--- src/hw/rtl/hnt_pkg.sv ---
`timescale 1ns / 1ps

package hnt_pkg;

    // Widths fixed by the command and result words.
    localparam int NOTE_W  = 7;
    localparam int VEL_W   = 7;
    localparam int OP_W    = 2;
    localparam int COUNT_W = 4;

    // Default number of note slots in the ring.
    localparam int SLOT_COUNT_DEF = 8;

    // Operation codes carried in the command word.
    typedef enum logic [OP_W-1:0] {
        OP_NOTE_ON  = 2'd0,
        OP_NOTE_OFF = 2'd1,
        OP_NEXT     = 2'd2
    } t_op;

    // Command word.
    typedef struct packed {
        logic [OP_W-1:0]   operation;
        logic [NOTE_W-1:0] note_number;
        logic [VEL_W-1:0]  velocity;
    } t_cmd;

    // Result word.
    typedef struct packed {
        logic [NOTE_W-1:0]  selected_note;
        logic [COUNT_W-1:0] held_count;
        logic               add_dropped;
    } t_result;

endpackage

--- src/hw/rtl/hnt_cell.sv ---
`timescale 1ns / 1ps

module hnt_cell (
    input  logic                      i_clk,
    input  logic                      i_rst_n,
    input  logic                      i_shift,
    input  logic [hnt_pkg::NOTE_W-1:0] i_slot,
    output logic [hnt_pkg::NOTE_W-1:0] o_slot,
    output logic                      o_held
);
    import hnt_pkg::*;

    logic [NOTE_W-1:0] r_slot;

    // One slot of the ring; it takes its neighbour's note on every shift.
    always_ff @(posedge i_clk) begin
        if (!i_rst_n) begin
            r_slot <= '0;
        end else if (i_shift) begin
            r_slot <= i_slot;
        end
    end

    assign o_slot = r_slot;
    assign o_held = (r_slot != '0);

endmodule

--- src/hw/rtl/held_note_table_round_robin.sv ---
`timescale 1ns / 1ps

// Held-note table with round-robin readout. A command word is taken when start
// is high and busy is low; busy then stays high while the ring of slot cells
// rotates once, one slot a cycle, past the processing point at its head. The
// result word appears on o_result, marked by o_valid, for exactly one cycle
// straight after busy falls, and it cannot be held off: the receiver must take
// it in that cycle. A new command may be started in the cycle that carries the
// result. After reset the table is empty and needs no clearing pass.

module held_note_table_round_robin #(
    parameter int SLOT_COUNT = hnt_pkg::SLOT_COUNT_DEF
) (
    input  logic             i_clk,
    input  logic             i_rst_n,
    input  logic             start,
    input  hnt_pkg::t_cmd    i_cmd,
    output logic             busy,
    output logic             o_valid,
    output hnt_pkg::t_result o_result
);
    import hnt_pkg::*;

    localparam int IDX_W = (SLOT_COUNT > 1) ? $clog2(SLOT_COUNT) : 1;
    localparam logic [IDX_W-1:0] LAST_IDX = IDX_W'(SLOT_COUNT - 1);

    // Control and captured command.
    logic               r_busy;
    logic               r_valid;
    logic [IDX_W-1:0]   r_step;
    t_cmd               r_cmd;
    t_result            r_result;
    logic [IDX_W-1:0]   r_scan_start;

    // Accumulators gathered as the slots pass the head.
    logic               r_placed;
    logic [COUNT_W-1:0] r_count;
    logic               r_hi_found;
    logic [NOTE_W-1:0]  r_hi_note;
    logic [IDX_W-1:0]   r_hi_idx;
    logic               r_lo_found;
    logic [NOTE_W-1:0]  r_lo_note;
    logic [IDX_W-1:0]   r_lo_idx;

    logic               n_placed;
    logic [COUNT_W-1:0] n_count;
    logic               n_hi_found;
    logic [NOTE_W-1:0]  n_hi_note;
    logic [IDX_W-1:0]   n_hi_idx;
    logic               n_lo_found;
    logic [NOTE_W-1:0]  n_lo_note;
    logic [IDX_W-1:0]   n_lo_idx;
    t_result            n_result;
    logic [IDX_W-1:0]   n_scan_start;

    logic [NOTE_W-1:0]  w_slot [SLOT_COUNT];
    logic [SLOT_COUNT-1:0] w_held;
    logic [NOTE_W-1:0]  w_head_new;
    logic               w_accept;
    logic               w_last;
    logic               w_op_on;
    logic               w_op_rel;
    logic               w_op_next;
    logic [NOTE_W-1:0]  w_head;

    assign w_accept = start && !r_busy;
    assign w_last   = r_busy && (r_step == LAST_IDX);
    assign w_head   = w_slot[0];

    // Ring of slot cells; the head's processed note re-enters at the tail.
    for (genvar g = 0; g < SLOT_COUNT; g++) begin : g_cell
        logic [NOTE_W-1:0] w_in;
        if (g == SLOT_COUNT - 1) begin : g_tail
            assign w_in = w_head_new;
        end else begin : g_mid
            assign w_in = w_slot[g+1];
        end
        hnt_cell u_cell (
            .i_clk   (i_clk),
            .i_rst_n (i_rst_n),
            .i_shift (r_busy),
            .i_slot  (w_in),
            .o_slot  (w_slot[g]),
            .o_held  (w_held[g])
        );
    end

    // Decode the captured operation; a velocity of zero turns note on into release.
    always_comb begin
        w_op_on   = 1'b0;
        w_op_rel  = 1'b0;
        w_op_next = 1'b0;
        case (r_cmd.operation)
            OP_NOTE_ON: begin
                w_op_on  = (r_cmd.velocity != '0);
                w_op_rel = (r_cmd.velocity == '0);
            end
            OP_NOTE_OFF: begin
                w_op_rel = 1'b1;
            end
            OP_NEXT: begin
                w_op_next = 1'b1;
            end
            default: begin
            end
        endcase
    end

    // Work on the slot at the head; r_step is its place in the table.
    always_comb begin
        w_head_new = w_head;
        n_placed   = r_placed;
        n_hi_found = r_hi_found;
        n_hi_note  = r_hi_note;
        n_hi_idx   = r_hi_idx;
        n_lo_found = r_lo_found;
        n_lo_note  = r_lo_note;
        n_lo_idx   = r_lo_idx;

        // The first empty slot takes the note on, even a note of zero.
        if (w_op_on && !r_placed && !w_held[0]) begin
            w_head_new = r_cmd.note_number;
            n_placed   = 1'b1;
        end
        if (w_op_rel && (w_head == r_cmd.note_number)) begin
            w_head_new = '0;
        end

        // Round-robin search: a hit at or after the start point wins over one before it.
        if (w_op_next && w_held[0]) begin
            if (r_step >= r_scan_start) begin
                if (!r_hi_found) begin
                    n_hi_found = 1'b1;
                    n_hi_note  = w_head;
                    n_hi_idx   = r_step;
                end
            end else if (!r_lo_found) begin
                n_lo_found = 1'b1;
                n_lo_note  = w_head;
                n_lo_idx   = r_step;
            end
        end

        n_count = r_count + COUNT_W'(w_head_new != '0);

        // Result and new scan start, used at the last step.
        n_result.held_count    = n_count;
        n_result.add_dropped   = w_op_on && !n_placed;
        n_result.selected_note = '0;
        n_scan_start           = r_scan_start;
        if (n_hi_found) begin
            n_result.selected_note = n_hi_note;
            n_scan_start = (n_hi_idx == LAST_IDX) ? '0 : n_hi_idx + 1'b1;
        end else if (n_lo_found) begin
            n_result.selected_note = n_lo_note;
            n_scan_start = (n_lo_idx == LAST_IDX) ? '0 : n_lo_idx + 1'b1;
        end
    end

    // Sequencing of one command through the ring.
    always_ff @(posedge i_clk) begin
        if (!i_rst_n) begin
            r_busy       <= 1'b0;
            r_valid      <= 1'b0;
            r_step       <= '0;
            r_scan_start <= '0;
        end else begin
            r_valid <= w_last;
            if (w_accept) begin
                r_busy <= 1'b1;
                r_step <= '0;
            end else if (r_busy) begin
                r_step <= r_step + 1'b1;
                if (w_last) begin
                    r_busy       <= 1'b0;
                    r_scan_start <= n_scan_start;
                end
            end
        end
    end

    // Captured command, accumulators and the result word.
    always_ff @(posedge i_clk) begin
        if (w_accept) begin
            r_cmd      <= i_cmd;
            r_placed   <= 1'b0;
            r_count    <= '0;
            r_hi_found <= 1'b0;
            r_lo_found <= 1'b0;
        end else if (r_busy) begin
            r_placed   <= n_placed;
            r_count    <= n_count;
            r_hi_found <= n_hi_found;
            r_hi_note  <= n_hi_note;
            r_hi_idx   <= n_hi_idx;
            r_lo_found <= n_lo_found;
            r_lo_note  <= n_lo_note;
            r_lo_idx   <= n_lo_idx;
        end
        if (w_last) begin
            r_result <= n_result;
        end
    end

    assign busy     = r_busy;
    assign o_valid  = r_valid;
    assign o_result = r_result;

    // The last step of a pass always yields a result word next cycle.
    a_last_gives_result: assert property (@(posedge i_clk) disable iff (!i_rst_n)
        w_last |=> o_valid)
        else $error("no result after the final step");

    // A result word is only shown once the ring has stopped.
    a_result_when_idle: assert property (@(posedge i_clk) disable iff (!i_rst_n)
        o_valid |-> !r_busy)
        else $error("result shown while still busy");

    // Only a note on can report a dropped note.
    a_drop_only_on: assert property (@(posedge i_clk) disable iff (!i_rst_n)
        (o_valid && o_result.add_dropped) |-> (r_cmd.operation == OP_NOTE_ON))
        else $error("drop flagged for an operation other than note on");

    // Only a next request can select a note.
    a_select_only_next: assert property (@(posedge i_clk) disable iff (!i_rst_n)
        (o_valid && (o_result.selected_note != '0)) |-> (r_cmd.operation == OP_NEXT))
        else $error("note selected for an operation other than next");

endmodule

--- config.mk ---
export PLATFORM = sky130hd
export DESIGN_NAME = held_note_table_round_robin
export DESIGN_NICKNAME = d
export VERILOG_FILES = /design/src/hw/rtl/hnt_pkg.sv /design/src/hw/rtl/hnt_cell.sv /design/src/hw/rtl/held_note_table_round_robin.sv
export SDC_FILE = /design/constraint.sdc
export NUM_CORES = 1
export LEC_CHECK = 0
export ABC_AREA = 1
export BUFFER_PORTS_ARGS = -buffer_cell sky130_fd_sc_hd__buf_4
export CAP_MARGIN = 20
export CORE_AREA = 2 2 169 105
export CTS_CLUSTER_DIAMETER = 150
export DETAILED_ROUTE_END_ITERATION = 8
export DIE_AREA = 0 0 171 107
export PLACE_DENSITY_LB_ADDON = 0.15
export SETUP_SLACK_MARGIN = 0.2
export SKIP_LAST_GASP = 1
export SLEW_MARGIN = 20
export SYNTH_ARGS = -nofsm -noshare
export SYNTH_HDL_FRONTEND = slang
export SYNTH_SLANG_ARGS = --single-unit
--- constraint.sdc ---
create_clock -name i_clk -period 3.3 [get_ports i_clk]
set_clock_uncertainty 0.05 [all_clocks]
set_input_delay 0.165 -clock i_clk [delete_from_list [all_inputs] [get_ports i_clk]]
set_output_delay 0.165 -clock i_clk [all_outputs]
set_load 0.005 [all_outputs]
## Yosys cells after proc, flatten, opt, wreduce, memory -nomap -nowiden

Index checks and enable logic that the tools add are counted.

- Bits in read-only memories: 0
- Logic and storage cells: 90
- Output and inout bits: 14
- Input port bits: 19
- Bits in writable memories: 0
- Memories: 0
- Latch bits: 0
- Register bits after elaboration: 119

- Add/subtract/negate cells: 4
- Bitwise logic cells: 2
- $mul: 0
- Mux-type cells: 31
- Div/mod/pow operators: 0
- Equality and inequality tests: 6
- Order comparisons: 1
- Reduce and logical (&&, ||, !) cells: 20
- Shift operators: 0

Operators by type and width:

| cell | number |
|---|---|
| two-way mux 7 bit | 10 |
| two-way mux 3 bit | 10 |
| nonzero test 7 bit | 3 |
| two-way mux 1 bit | 10 |
| adder 3 x 1 -> 3 bit (second input constant) | 3 |
| == test 3 bit (second input constant) | 3 |
| == test 7 bit | 1 |
| logical AND 1 bit | 7 |
| zero test 7 bit | 1 |
| adder 4 x 1 -> 4 bit | 1 |
| zero test 1 bit | 4 |
| AND reduction 4 bit | 1 |
| >= comparator 3 bit | 1 |
| == test 2 x 1 -> 1 bit (second input constant) | 1 |
| == test 2 bit (second input constant) | 1 |
| zero test 2 bit | 1 |
| NOT 1 bit | 2 |
| case mux 1 bit (2 select lines) | 1 |
| AND reduction 2 bit | 1 |
| nonzero test 2 bit | 1 |
| OR reduction 2 bit | 1 |

## Logic depth before layout (Yosys ltp)

Gate-level depths: netlist (run 1).

- Depth in word-level cells: 8
- Gate-level depth with buffers: 18
- Mapped depth without buffers: 18

## Modules after synthesis

A second synthesis (run 1) with hierarchy kept.

- Cell total of the unflattened synthesis: 653
- Area total of the unflattened synthesis: 5255.0 µm²

By module, submodules not included:

| module | cells an instance | instances | area an instance (µm²) |
|---|---|---|---|
| held_note_table_round_robin | 325 | 1 | 3042.9 |
| hnt_cell | 41 | 8 | 276.5 |

## Worst setup path after synthesis (run 1)

No wires, ideal clock.

- Kind: register to register
- Start: register r_step[0]
- End: register r_scan_start[2]
- Path slack: 866 ps
- Clock period less this slack: 2434 ps
- Path buffers: 1
- Stages on the path, launching flop included: 16
- Data required time: 3134 ps
- Arrival time: 2268 ps
- Cells stage by stage: dfxtp_1 -> inv_1 -> ha_1 -> o21ai_1 -> nand2_2 -> clkinv_1 -> nand3_4 -> buf_12 -> nand2_1 -> o21ai_0 -> ha_1 -> ha_1 -> nand2_1 -> nand2_1 -> nor2_1 -> nor2_1

- Word-level cells in the longest chain between the ends: 7

RTL lines:

| element | RTL line | text |
|---|---|---|
| start, declared | held_note_table_round_robin.sv:30 | `logic [IDX_W-1:0] r_step;` |
| start signal, assigned | held_note_table_round_robin.sv:173 | `r_step <= r_step + 1'b1;` |
| >= comparator 3 bit (*) | held_note_table_round_robin.sv:131 | `if (r_step >= r_scan_start) begin` |
| two-way mux 3 bit (*) | held_note_table_round_robin.sv:131 |  |
| two-way mux 3 bit (*) | held_note_table_round_robin.sv:130 | `if (w_op_next && w_held[0]) begin` |
| via n_lo_idx[1] | held_note_table_round_robin.sv:52 | `logic [IDX_W-1:0] n_lo_idx;` |
| adder 3 x 1 -> 3 bit / == test 3 bit (equally long branches) | held_note_table_round_robin.sv:156 | `n_scan_start = (n_lo_idx == LAST_IDX) ? '0 : n_lo_idx + 1'b1;` |
| two-way mux 3 bit (*) | held_note_table_round_robin.sv:156 |  |
| two-way mux 3 bit (*) | held_note_table_round_robin.sv:154 | `end else if (n_lo_found) begin` |
| two-way mux 3 bit (*) | held_note_table_round_robin.sv:151 | `if (n_hi_found) begin` |
| end signal, assigned | held_note_table_round_robin.sv:176 | `r_scan_start <= n_scan_start;` |
| end, declared | held_note_table_round_robin.sv:33 | `logic [IDX_W-1:0] r_scan_start;` |

Mark *: on every way through the listed nets, which the timed path passes. The rest lies on a longest branch. The select of a mux whose other input is x is not followed.
A chain may end at the register's enable or synchronous reset.

## Worst setup path in the final report (run 1)

Same ends and word-level chain as after synthesis.

==> run metrics, run 1 <==
Area Growth Syn to Fin=23.9%; worst-margin pin slew=0.655 ns; 1st-iter DRT viols=241; dpl cells=800; Clock Latency Late Sink=0.41 ns; Num CTS Buffers=17; Fmax=371 MHz; H-tree levels=4; cell taking the most area after synthesis=edfxtp_1; dpl cell area=5390 um2; DRC violations left=0; final setup fails=0; synthesized flop and latch total=119; Inserted Diodes=0; max-cap violation count=0; Die W=171 um; largest buffer count on any clock path=2; Switch Pwr=0.000943 W; share of Yosys cell area claimed by the top area cell type=29.1%; outcome=finished clean; # nets final=631; PD cells=626 nW/um2; all-layer global routing usage=12.8%; antenna violations before repair=0; post-synth net total=584; final setup TNS=0 ns; Min-Delay Path Class=input port to register; Via Count=3690; busiest grt layer=met1; share of cells above drive strength 1=16.4%; CTS tree=done; RePlAce Congestion=0.842; synth unique cells=32; DP Wirelength=7050 um; CP startpoint=r_step[0]; GRT met1 Usage=18.4%; grt met2 use=17.6%; Final Core Density=36.6%; router iterations before antenna repair=4; ys async rst share=0%; R2R Path End=r_scan_start[2]; CP max FO=18; clock power share=46.7%; drt total wl=10800 um; Combinational Power Share=9.3%; Design Area, Final=6140 um2; Reg power frac=43.9%; vias in the first global route=3558; CTS root buffer=clkbuf_16; Reg clk slew, reported paths=0.05 ns; Tmin final=2.69 ns; FP Rows=37; CP startpoint kind=register; post-synthesis instance area=4950 um2; FF-to-FF path depth=13; register area share after synthesis=57.8%; grt met3 use=3.65%; main flop type after synthesis=dfxtp_1; Post-Synthesis Cells=554; Port Buffers=32; Routed Antenna Nets=0; die area=18300 um2; DR WL/cell=12.8 um; Non-Filler Instances=848; Via density=4.35; reg2reg start=r_step[0]; CP Capture Type=register; first-pass GRT wire length=18000 um; Filler cells=1727; fin. max-slew vios=0; maximum vdd drop=0.000256 V; largest net degree at the start of global routing=69; Worst EP arrival=2.93 ns; slew margin rel.=56.3%; Period Utilization, post-route=81.6%; Post-synth EDFFs=48; Reg area=2860 um2; critical path capture point=r_scan_start[2]; # clock sinks=119; Int Power=0.00290 W; Final Hold Vio Count=0; # IOs=33; Synth Area per Inst=8.94 um2; most common cell in the synthesized netlist=nor2_1; Lkg Pwr=2.63 nW; Worst R2R Setup Slack=0.61 ns; worst endpoint required time=3.54 ns; commonest cells in the netlist=nor2_1, nand2_1, dfxtp_1; Starting Density=29.6%; area occupied by multi-input gates=1800 um2; grt total ovfl=0; Synth area leaders=edfxtp_1, dfxtp_1, nor2_1; Die H=107 um; post-CTS setup buffers=0; Net Sw Frac=24.5%; WS Path Type=register to register; yosys warns=0; RSZ-0062 raised after global routing=no; core area=16800 um2
area by class of cell:
class                      count  share of cell area [%]
clock buffer                  23                    8.66
multi-input combinational    368                    29.4
inverter                      44                    2.73
clock inverter                 9                   0.958
sequential                   119                    46.6
tap                          234                    4.77
timing repair buffer          51                    6.89
power by group through the flow:
stage               combinational, W  clock [W]  sequential, W
CTS                         0.000362    0.00184        0.00169
finish                      0.000359    0.00180        0.00169
global route                0.000415    0.00190        0.00170
detailed placement          0.000346          0        0.00172
floorplan                   0.000262          0        0.00170
global placement            0.000346          0        0.00172
cell families (layout without fill, tap and decap cells):
logic type               count (synthesis)  count (layout)  synth area share, %
adder cells (fa/ha/maj)                 11              11                 2.78
XOR/XNOR                                 2               2                0.354
buffers and inverters                   67             127                 5.83
AND/OR/NAND/NOR                        247             247                 21.0
AO/OA/AOI/OAI                          108             108                 12.2
flip-flops                             119             119                 57.8
flip-flops by register name, indices dropped and copies added, names as in the netlist, 3 cells and up:
| name | cells |
|---|---|
| r_step | 3 |
| g_cell.u_cell.o_slot | 56 |
| r_hi_idx | 3 |
| o_result | 12 |
| r_lo_note | 7 |
| r_lo_idx | 3 |
| r_hi_note | 7 |
| r_count | 4 |
| r_cmd | 16 |
| r_scan_start | 3 |
what timing repair did:
| item | 4_1_cts | 5_1_grt |
|---|---|---|
| resized for setup | 0 | 0 |
| hold buffers | 16 | 0 |
| endpoints found under the hold margin | 16 | 0 |
critical path: stages (launching register included):
cell and delay [ns]:
dfxtp_1 0.38, inv_1 0.08, ha_1 0.30, o21ai_1 0.23
nand2_2 0.16, clkinv_1 0.12, nand3_4 0.24, o21ai_0 0.34
ha_1 0.20, ha_1 0.22, nand2_1 0.07, nand2_1 0.05
nor2_1 0.08, nor2_1 0.05
stage by stage:
step	worst slack (ns)	power, W	hold slack [ns]
after floorplan	0.866	0.00196	0.214
after global placement	0.737	0.00206	0.294
after detailed placement	0.620	0.00207	0.294
after CTS	0.606	0.00390	0.0945
after global routing	0.407	0.00402	0.121
final	0.607	0.00385	0.104
how the worst min path moves through the flow:
stage                     cells past startpoint  slack, ns         end      from
after floorplan                               0       0.21    r_cmd[0]  i_cmd[0]
after global placement                        1       0.29    r_cmd[8]  i_cmd[8]
after detailed placement                      1       0.29    r_cmd[8]  i_cmd[8]
after CTS                                     3       0.09        busy     start
after global routing                          3       0.12        busy     start
final                                         4       0.10  r_hi_found     start
cell usage in the layout (no fill, tap or decap), types with 4 or more instances in the layout:
| cell | synthesis | routed |
|---|---|---|
| clkinv_2 | 0 | 4 |
| clkbuf_16 | 0 | 20 |
| nor2_1 | 112 | 112 |
| dfxtp_1 | 71 | 70 |
| dlygate4sd3_1 | 0 | 16 |
| inv_1 | 39 | 39 |
| nand3_1 | 15 | 15 |
| nand2_2 | 14 | 14 |
| a22o_1 | 4 | 4 |
| nand4_1 | 5 | 5 |
| edfxtp_1 | 48 | 48 |
| o21ai_0 | 68 | 68 |
| a21oi_1 | 19 | 19 |
| nand2_1 | 94 | 94 |
| buf_4 | 0 | 35 |
| ha_1 | 11 | 11 |
| o21ai_2 | 12 | 12 |
per-layer routing:
metal / vias to the layer above / wire (um)
met5: - / 0
met4: 0 / 159
met3: 16 / 482
met2: 59 / 4250
met1: 1696 / 5940
li1: 1919 / -
Power figures use the tool's default switching activity.
==> run 2, diff against run 1 <==
--- a/config.mk
+++ b/config.mk
@@ -5,13 +5,13 @@
 export SDC_FILE = /design/constraint.sdc
 export NUM_CORES = 1
 export LEC_CHECK = 0
-export ABC_AREA = 1
+export ABC_AREA = 0
 export BUFFER_PORTS_ARGS = -buffer_cell sky130_fd_sc_hd__buf_4
 export CAP_MARGIN = 20
-export CORE_AREA = 2 2 169 105
+export CORE_AREA = 2 2 168 104
 export CTS_CLUSTER_DIAMETER = 150
 export DETAILED_ROUTE_END_ITERATION = 8
-export DIE_AREA = 0 0 171 107
+export DIE_AREA = 0 0 170 106
 export PLACE_DENSITY_LB_ADDON = 0.15
 export SETUP_SLACK_MARGIN = 0.2
 export SKIP_LAST_GASP = 1
==> constraint.sdc (replaced) <==
create_clock -name i_clk -period 2.75 [get_ports i_clk]
set_clock_uncertainty 0.05 [all_clocks]
set_input_delay 0.1375 -clock i_clk [delete_from_list [all_inputs] [get_ports i_clk]]
set_output_delay 0.1375 -clock i_clk [all_outputs]
set_load 0.005 [all_outputs]
==> run metrics, run 2 <==
worst endpoint required time=3.03 ns; commonest cells in the netlist=dfxtp_1, nor2_1, mux2i_1; Post-synth EDFFs=48; FP Rows=37; WP buf/inv=0; # IOs=33; R2R Path End=r_scan_start[0]; all-layer global routing usage=12.4%; die area=18000 um2; WS Path Type=register to register; synth unique cells=49; Reg area=2870 um2; Slowest-stage cell, CP=or4_4; slew margin rel.=27.3%; Period Utilization, post-route=97.2%; Inserted Diodes=0; hold slack=0.398 ns; Lkg Pwr=2.54 nW; outcome=finished clean; DP Wirelength=6960 um; CP cell instances=or4_4 -> o41a_4 -> nand3_4 -> mux2_4 -> ha_4 -> ha_4 -> a2111o_1 -> a31oi_1; share of cells above drive strength 1=30.4%; cell taking the most area after synthesis=edfxtp_1; CTS tree=done; reg2reg start=g_cell[0].u_cell.o_slot[5]; final setup TNS=0 ns; Largest register FFs=56; mux cell area share after synthesis=15.6%; Tmin final=2.67 ns; # clock sinks=119; Num CTS Buffers=17; CP startpoint=g_cell[0].u_cell.o_slot[5]; maximum vdd drop=0.000274 V; Routed Antenna Nets=0; DR WL/cell=14.9 um; most frequent CP cell=ha_4; Starting Density=29.2%; Port Buffers=32; xor/xnor share of the synthesized area=1.62%; fin. max-slew vios=0; Adder-Cell Fraction of Synth Area=2.83%; final setup fails=0; ys async rst share=0%; critical path depth=8; largest buffer count on any clock path=2; # nets final=507; H-tree levels=4; share of Yosys cell area claimed by the top area cell type=29.6%; FF-to-FF path depth=8; antenna violations before repair=0; yosys warns=0; worst-margin pin slew=1.09 ns; area occupied by multi-input gates=2060 um2; PD cells=656 nW/um2; Worst EP arrival=2.96 ns; largest net degree at the start of global routing=49; post-synth net total=423; Largest delay share family, worst path=compound AO/OA/AOI/OAI gates; Filler cells=1560; Synth area leaders=edfxtp_1, dfxtp_1, mux2i_1; Area Growth Syn to Fin=35.1%; Die W=170 um; Die H=106 um; RSZ-0062 raised after global routing=yes; CTS root buffer=clkbuf_16; commonest non-fill, non-tap cell in the layout=dfxtp_1; router iterations before antenna repair=5; Clock Latency Late Sink=0.40 ns; commonest cells after routing, fill and taps aside=dfxtp_1, buf_4, nor2_1, mux2i_1, edfxtp_1; vias in the first global route=3176; RePlAce Congestion=0.856; Worst R2R Setup Slack=0.08 ns; most common cell in the synthesized netlist=dfxtp_1; core area=16700 um2; post-synthesis instance area=4870 um2; first-pass GRT wire length=16900 um; synthesized flop and latch total=119; largest family of logic cells by synthesized area=multiplexers; register area share after synthesis=58.8%; Post-Synthesis Cells=393; CP max FO=4; Final Hold Vio Count=0; hold path depth=2; Synth Area per Inst=12.4 um2; CP startpoint kind=register; Via Count=3229; Via density=4.59; drt total wl=10500 um; 1st-iter DRT viols=166; critical path capture point=r_scan_start[0]; Post-Synth Simple-Gate Area=9.28%; CP Capture Type=register; main flop type after synthesis=dfxtp_1; Reg clk slew, reported paths=0.05 ns; CP max stage delay=0.54 ns; grt total ovfl=0; DRC violations left=0; Fmax=374 MHz; max-cap violation count=0; Min-Delay Path Class=input port to register; post-synthesis compound-gate area fraction=8.89%
-- run 2: cell types whose count changed in the layout (fill, tap and decap cells not counted), sizes merged, moves of 9 or more --
cell,delta
buf,+35
nor2,-60
o21ai,-70
nand2,-90
mux2,+18
mux2i,+51
a21oi,-9
inv,-36
nand3,-13
-- run 2: cell type report --
class,count,area share (%)
multi-input combinational,243,31.3
tap,214,4.07
timing repair buffer,88,11.7
clock buffer,19,6.74
sequential,119,43.6
clock inverter,13,2.00
inverter,8,0.457
-- run 2: kinds of logic (layout without fill, tap and decap cells) --
| logic type | after synthesis | in the layout |
|---|---|---|
| flops | 119 | 119 |
| simple gates | 98 | 98 |
| mux | 69 | 69 |
| compound gates | 56 | 56 |
| buf+inv | 31 | 128 |
| fa+ha+maj | 11 | 11 |
| xor+xnor | 9 | 9 |
-- run 2: power by group --
part / total, W / internal [W] / switching, W
sequential: 0.00194 / 0.00189 / 0.0000483
combinational: 0.000242 / 0.000125 / 0.000116
clock: 0.00213 / 0.00135 / 0.000787
total: 0.00431 / 0.00336 / 0.000951
-- run 2: per-stage QoR --
step                      util (%)  cells  power [W]  worst slack, ns  area [um2]
after floorplan                  -    393    0.00210          -0.0979        4920
after global placement        33.0    640    0.00217           0.0394        5500
after detailed placement      33.0    640    0.00218         -0.00609        5500
after CTS                     38.2    695    0.00435           0.0320        6370
after global routing          39.4    704    0.00448        -0.000619        6570
final                         39.4    704    0.00431           0.0783        6570
-- run 2: routing by layer --
metal	wire, um	global-route usage [%]
met3	297	3.50
met5	0	0
met1	5660	17.8
met2	4460	17.3
met4	83	4.95
-- run 2: timing repair --
action                     CTS  global route
hold endpoints to repair    25             0
setup endpoints to repair   13            16
pin swaps                   11            12
hold buffers                18             0
resized for setup           15            21
setup buffers                5             9
-- run 2: worst min-delay path by stage --
stage / from / to / slack (ns)
floorplan: i_cmd[0] / r_cmd[0] / 0.19
detailed placement: i_cmd[6] / r_cmd[6] / 0.27
global placement: i_cmd[1] / r_cmd[1] / 0.27
CTS: i_cmd[6] / r_cmd[6] / 0.38
global route: i_cmd[2] / r_cmd[2] / 0.39
finish: i_cmd[2] / r_cmd[2] / 0.40
